`config.mk`:
```
export PLATFORM = sky130hd
export DESIGN_NAME = nb2d_front
export DESIGN_NICKNAME = d
export VERILOG_FILES = /design/src/rtl/nb2d_pkg.sv /design/src/rtl/nb2d_front.sv
export SDC_FILE = /design/constraint.sdc
export NUM_CORES = 1
export LEC_CHECK = 0
export BUFFER_PORTS_ARGS = -buffer_cell sky130_fd_sc_hd__clkbuf_2
export CAP_MARGIN = 15
export CORE_UTILIZATION = 45
export CTS_CLUSTER_DIAMETER = 200
export DETAILED_ROUTE_END_ITERATION = 8
export PLACE_DENSITY_LB_ADDON = 0.25
export REMOVE_ABC_BUFFERS = 1
export SLEW_MARGIN = 10
export SYNTH_ARGS = -nofsm -noshare
export SYNTH_HDL_FRONTEND = slang
export SYNTH_SLANG_ARGS = --single-unit
```
`constraint.sdc`:
```
create_clock -name clock -period 8.1 [get_ports clock]
set_input_delay 1.62 -clock clock [delete_from_list [all_inputs] [get_ports clock]]
set_output_delay 1.62 -clock clock [all_outputs]
set_load 0.03 [all_outputs]
```
`src/rtl/nb2d_pkg.sv`:
```
// ----------------------------------------------------------------------------
// nb2d_pkg
// shared types and constants for the 2d gravity force engine
// ----------------------------------------------------------------------------
package nb2d_pkg;

   localparam int PosW   = 16;
   localparam int ForceW = 48;
   localparam int IdxW   = 4;
   localparam int OpW    = 2;

   localparam logic [ForceW-1:0] ForceMax = {1'b0, {(ForceW-1){1'b1}}};
   localparam logic [ForceW-1:0] ForceMin = {1'b1, {(ForceW-1){1'b0}}};

   typedef enum logic [OpW-1:0] {
      OP_LOAD  = 2'd0,
      OP_APPLY = 2'd1,
      OP_DRAIN = 2'd2,
      OP_NONE  = 2'd3
   } op_type;

   // one queued command between front and back
   typedef struct packed {
      op_type            op;
      logic [PosW-1:0]   pos_x;
      logic [PosW-1:0]   pos_y;
      logic [PosW-1:0]   mass;
   } cmd_type;

   typedef enum logic [2:0] {
      ST_IDLE,
      ST_SQRT,
      ST_DIVA,
      ST_DIVB,
      ST_ACC,
      ST_DRAIN
   } state_type;

endpackage

```
`src/rtl/nb2d_front.sv`:
```
// ----------------------------------------------------------------------------
// nb2d_front
// accepts items, drops unused op codes and holds a two-entry command queue
// ----------------------------------------------------------------------------
module nb2d_front (
   input  logic                     clock,
   input  logic                     reset,
   input  logic                     req_valid,
   output logic                     req_stall,
   input  nb2d_pkg::op_type         req_op,
   input  logic [15:0]              req_pos_x,
   input  logic [15:0]              req_pos_y,
   input  logic [15:0]              req_mass,
   output logic                     cmd_valid,
   output nb2d_pkg::cmd_type        cmd,
   input  logic                     cmd_take
);

   nb2d_pkg::cmd_type q_ff [2];
   logic              wr_ff, wr_in, rd_ff, rd_in;
   logic [1:0]        cnt_ff, cnt_in;
   logic              push;

   assign req_stall = (cnt_ff == 2'd2);
   assign push      = req_valid && !req_stall && (req_op != nb2d_pkg::OP_NONE);
   assign cmd_valid = (cnt_ff != 2'd0);
   assign cmd       = q_ff[rd_ff];

   always_comb begin
      wr_in  = push ? !wr_ff : wr_ff;
      rd_in  = (cmd_take && cmd_valid) ? !rd_ff : rd_ff;
      cnt_in = cnt_ff + {1'b0, push} - {1'b0, cmd_take && cmd_valid};
   end

   always_ff @(posedge clock) begin
      if (reset) begin
         wr_ff  <= 1'b0;
         rd_ff  <= 1'b0;
         cnt_ff <= 2'd0;
      end else begin
         wr_ff  <= wr_in;
         rd_ff  <= rd_in;
         cnt_ff <= cnt_in;
      end
   end

   always_ff @(posedge clock) begin
      if (push) begin
         q_ff[wr_ff] <= '{op: req_op, pos_x: req_pos_x, pos_y: req_pos_y,
                          mass: req_mass};
      end
   end

   assert property (@(posedge clock) disable iff (reset) cnt_ff <= 2'd2)
      else $error("queue count overflow");
   assert property (@(posedge clock) disable iff (reset)
      (cnt_ff == 2'd0) |-> !(cmd_take && cmd_valid))
      else $error("take from empty queue");
   assert property (@(posedge clock) disable iff (reset)
      push && !(cmd_take && cmd_valid) |=> cnt_ff == $past(cnt_ff) + 2'd1)
      else $error("push lost");

endmodule

```
# [Word-level counts from Yosys, hierarchy flattened]
# Memories as Yosys holds them, arrays and structs flattened. A register that Yosys moved wholly into a read port is not among the register bits.
# Index checks and enable logic that the tools add are counted.
[classes] reduce_logical=7 n_addsub=2 mux=4 n_eq_ne=2
[op_table] cell="two-way mux 1 bit" n=4
[op_table] cell="logical AND 1 bit" n=3
[op_table] cell="zero test 1 bit" n=3
[op_table] cell="adder 2 x 1 -> 2 bit" n=1
[op_table] cell="equality test 2 bit (second input constant)" n=1
[op_table] cell="!= test 2 bit (second input constant)" n=1
[op_table] cell="nonzero test 2 bit" n=1
[op_table] cell="subtractor 2 x 1 -> 2 bit" n=1
[totals] ramBits=100 regBits=4 memories=1 input_bits=54 elab_cells=19
[mem_list] memory="q_ff" depth=2 width=50 rd=1 rd_ports_with_merged_regs=1 write_ports=1 line_no="nb2d_front.sv:19" text="nb2d_pkg::cmd_type q_ff [2];"

# [Longest topological paths before layout]
[logic_depth] word_depth=6 mapped_depth=8

# [Least setup slack after synthesis]
# Ideal clock, no wire load.
[synth_path] kind="in2reg" startpoint="input req_op[0]" endpoint="memory q_ff[0][0] (netlist bit), enable pin" arrival_time_ns=3.919 required_time_ns=7.642 path_slack_ns=3.723 path_buffers=0 stages=3 path_cell_list="nand2_1 -> nand3b_4 -> nor2_1"
[synth_between] elab_chain_cells=4
[synth_rtl] item="from (decl)" line_no="nb2d_front.sv:10" text="input nb2d_pkg::op_type req_op,"
[synth_rtl] item="!= test 2 bit" line_no="nb2d_front.sv:25" text="assign push = req_valid && !req_stall && (req_op != nb2d_pkg::OP_NONE);"
[synth_rtl] item="logical AND 1 bit" line_no="nb2d_front.sv:25"
[synth_rtl] item="two-way mux 1 bit" line_no="nb2d_front.sv:48" text="if (push) begin"
[synth_rtl] item="two-way mux 1 bit (not written as such)" line_no="nb2d_front.sv:49" text="q_ff[wr_ff] <= '{op: req_op, pos_x: req_pos_x, pos_y: req_pos_y,"
[synth_rtl] item="to (decl)" line_no="nb2d_front.sv:19"
# Every way passes these cells.

==> results.sh <==
export IMPL_synth_top_cell_area_share_pct=77.2
export IMPL_path_cells="buf_4 > mux2_2 > clkbuf_2"
export IMPL_slowest_delay_ns=0.63
export IMPL_cts_buffers=9
export IMPL_end_kind="output pin"
export IMPL_min_delay_path_class="reg2reg"
export IMPL_hold_viol=0
export IMPL_rows=33
export IMPL_cts_resized=0
export IMPL_synth_cell_types=20
export IMPL_critical_path_top_delay_family="buffers and inverters"
export IMPL_place_inst=390
export IMPL_place_hpwl_mm=4.13
export IMPL_drive_gt1_share_pct=59.1
export IMPL_num_io_pins=106
export IMPL_fin_crit_sh_pct=45.6
export IMPL_cp_arrival_ns=2.07
export IMPL_grt_pass1_wl_mm=9.44
export IMPL_dieArea_sq_um=9020
export IMPL_grtUsageMet3_pct=4.11
export IMPL_slowest_stage="dfxtp_2"
export IMPL_cp_data_required_time_ns=6.48
export IMPL_seqCellArea_sq_um=3100
export IMPL_outcome="finished, final reports clean"
export IMPL_post_cts_buffers=0
export IMPL_rsz0062_at_grt="false"
export IMPL_crit_fanout=32
export IMPL_dp_slack_ns=4.63
export IMPL_synth_area_leaders="edfxtp_1 (77%), mux2_2 (13%), dfxtp_1 (2.6%)"
export IMPL_synth_warnings=0
export IMPL_postLayoutCellArea_sq_um=4750
export IMPL_cts_sinks=105
export IMPL_wl_per_cell_um=15.8
export IMPL_grt_usage_pct=14.8
export IMPL_tightestPinTransition_ns=0.853
export IMPL_nNetsFinal=352
export IMPL_first_iter_violations=56
export IMPL_clockBufferDepth=2
export IMPL_relSlewSlack_pct=43.0
export IMPL_nFillCells=668
export IMPL_tns_ns=0
export IMPL_max_vdd_ir_drop_mv=0.142
export IMPL_firstDrtPassIters=4
export IMPL_root_buffer="clkbuf_8"
export IMPL_area_growth_pct=22.1
export IMPL_netlist_area_sq_um=3890
export IMPL_via_count=1928
export IMPL_stdcell_count=406
export IMPL_die_w_um=95.0
export IMPL_grtUsageMet1_pct=18.3
export IMPL_drc=0
export IMPL_netlist_instances=183
export IMPL_min_period_ns=3.69
export IMPL_antenna_found_initial=0
export IMPL_layout_setup_ws_ns=4.41
export IMPL_avgSynthCellArea_sq_um=21.2
export IMPL_holdBufCountCts=0
export IMPL_grt_start_max_net_pins=33
export IMPL_grtUsageMet2_pct=23.7
export IMPL_die_h_um=95.0
export IMPL_worstSkewPairLatency_ns=0.36
export IMPL_clock_fmax_mhz=271
export IMPL_antenna_cells=0
export IMPL_place_congestion=0.680
export IMPL_setup_violations=0
export IMPL_maxCapViolCount=0
export IMPL_synth_top_area_cell="edfxtp_1"
export IMPL_core_area_sq_um=8300
export IMPL_grt_pass1_vias=1946
export IMPL_overflow=0
export IMPL_drt_total_wl_mm=6.40
export IMPL_synth_seq_cells=105
export IMPL_grt_busiest_layer="met2"
export IMPL_via_per_inst=4.75
export IMPL_final_max_slew_violation_count=0
export IMPL_critPathBufInv=2
export IMPL_power_density_nw_per_um2=332
export IMPL_start_util_pct=46.9
export IMPL_p_leak_nw=1.80
export IMPL_cts_tree="built"
export IMPL_multi_input_comb_area_sq_um=732
export IMPL_start_kind="flip-flop"
export IMPL_skew_ns=0.0136
export IMPL_synth_seq_area_share_pct=79.8
export IMPL_clkTransAtPathRegs_ns=0.08
export IMPL_port_buffers=105
export IMPL_dpl_cell_area_sq_um=4520
export IMPL_critical_path_class="reg2out"
export IMPL_htree_num_levels=3
export IMPL_antenna_left=0
-- tightest hold or removal path: stages (launching register included) --
cell	delay, ns
dfxtp_1	0.33
xnor2_1	0.08
nor2_1	0.08
-- cells in the final DEF (no fill, tap or decap), types with 2 or more instances in the layout --
master	count
clkbuf_8	9
bufinv_16	2
nor2_4	2
mux2_1	4
edfxtp_1	100
dfxtp_1	4
mux2_2	46
ha_1	2
inv_1	2
clkbuf_2	105
buf_4	3
nor2_1	5
-- area by class of cell --
type	instances	area share, %
flip-flops and latches	105	65.4
inverters	2	0.158
well taps	105	2.77
multi-input cells	70	15.4
repair buffers	108	11.5
clock buffers	9	2.61
clock inverters	7	2.13
-- state kept, by name (all words and copies together), names as in the netlist, named ones only --
name,count
q_ff,100
cnt_ff,2
rd_ff,1
wr_ff,1
-- per-layer routing --
layer	up-vias	part of all wire [%]
met5	-	0
met4	0	1.5
met3	8	6.0
met2	68	47
met1	920	45
li1	932	-
-- stage by stage --
stage	hold slack [ns]	utilization, %	total power, mW
final	0.524	57.2	1.58
after global routing	0.562	57.2	1.65
after floorplan	0.481	-	1.10
after CTS	0.526	57.2	1.60
after global placement	0.496	54.5	1.24
after detailed placement	0.507	54.5	1.24
-- cells in the mapped netlist, drive strengths merged --
cell,n
edfxtp,100
mux2,51
nor2,7
buf,6
dfxtp,5
ha,2
inv,2
nor2b,2
and2,1
nand2,1
nand3b,1
nor3,1
o21a,1
or2,1
xnor2,1
xor2,1
-- kinds of logic (layout without fill, tap and decap cells) --
| logic type | count (synthesis) | after routing | synth area share, % |
|---|---|---|---|
| muxes | 51 | 51 | 14.9 |
| buffers and inverters | 8 | 126 | 1.77 |
| adders and majority gates | 2 | 2 | 0.643 |
| AOI/OAI and AO/OA | 1 | 1 | 0.193 |
| DFF | 105 | 105 | 79.8 |
| xor gates and xnor gates | 2 | 2 | 0.451 |
| and+or+nand+nor | 14 | 14 | 2.28 |
-- worst paths after layout --
path,from,endpoint,slack (ns),depth (start not counted)
setup / recovery,flip-flop,cmd[0],4.41,3
hold / removal,rd_ff,flip-flop,0.52,2
setup reg to reg,cnt_ff[1],q_ff[1][44],5.99,4
hold reg to reg,rd_ff,flip-flop,0.52,2
-- where the power goes --
part	internal, mW	switching [mW]	leakage [nW]
logic	0.183	0.329	0.726
registers	0.677	0.0346	0.967
clock network	0.177	0.177	0.112
total	1.04	0.541	1.80
(Power assumes the default switching activity.)
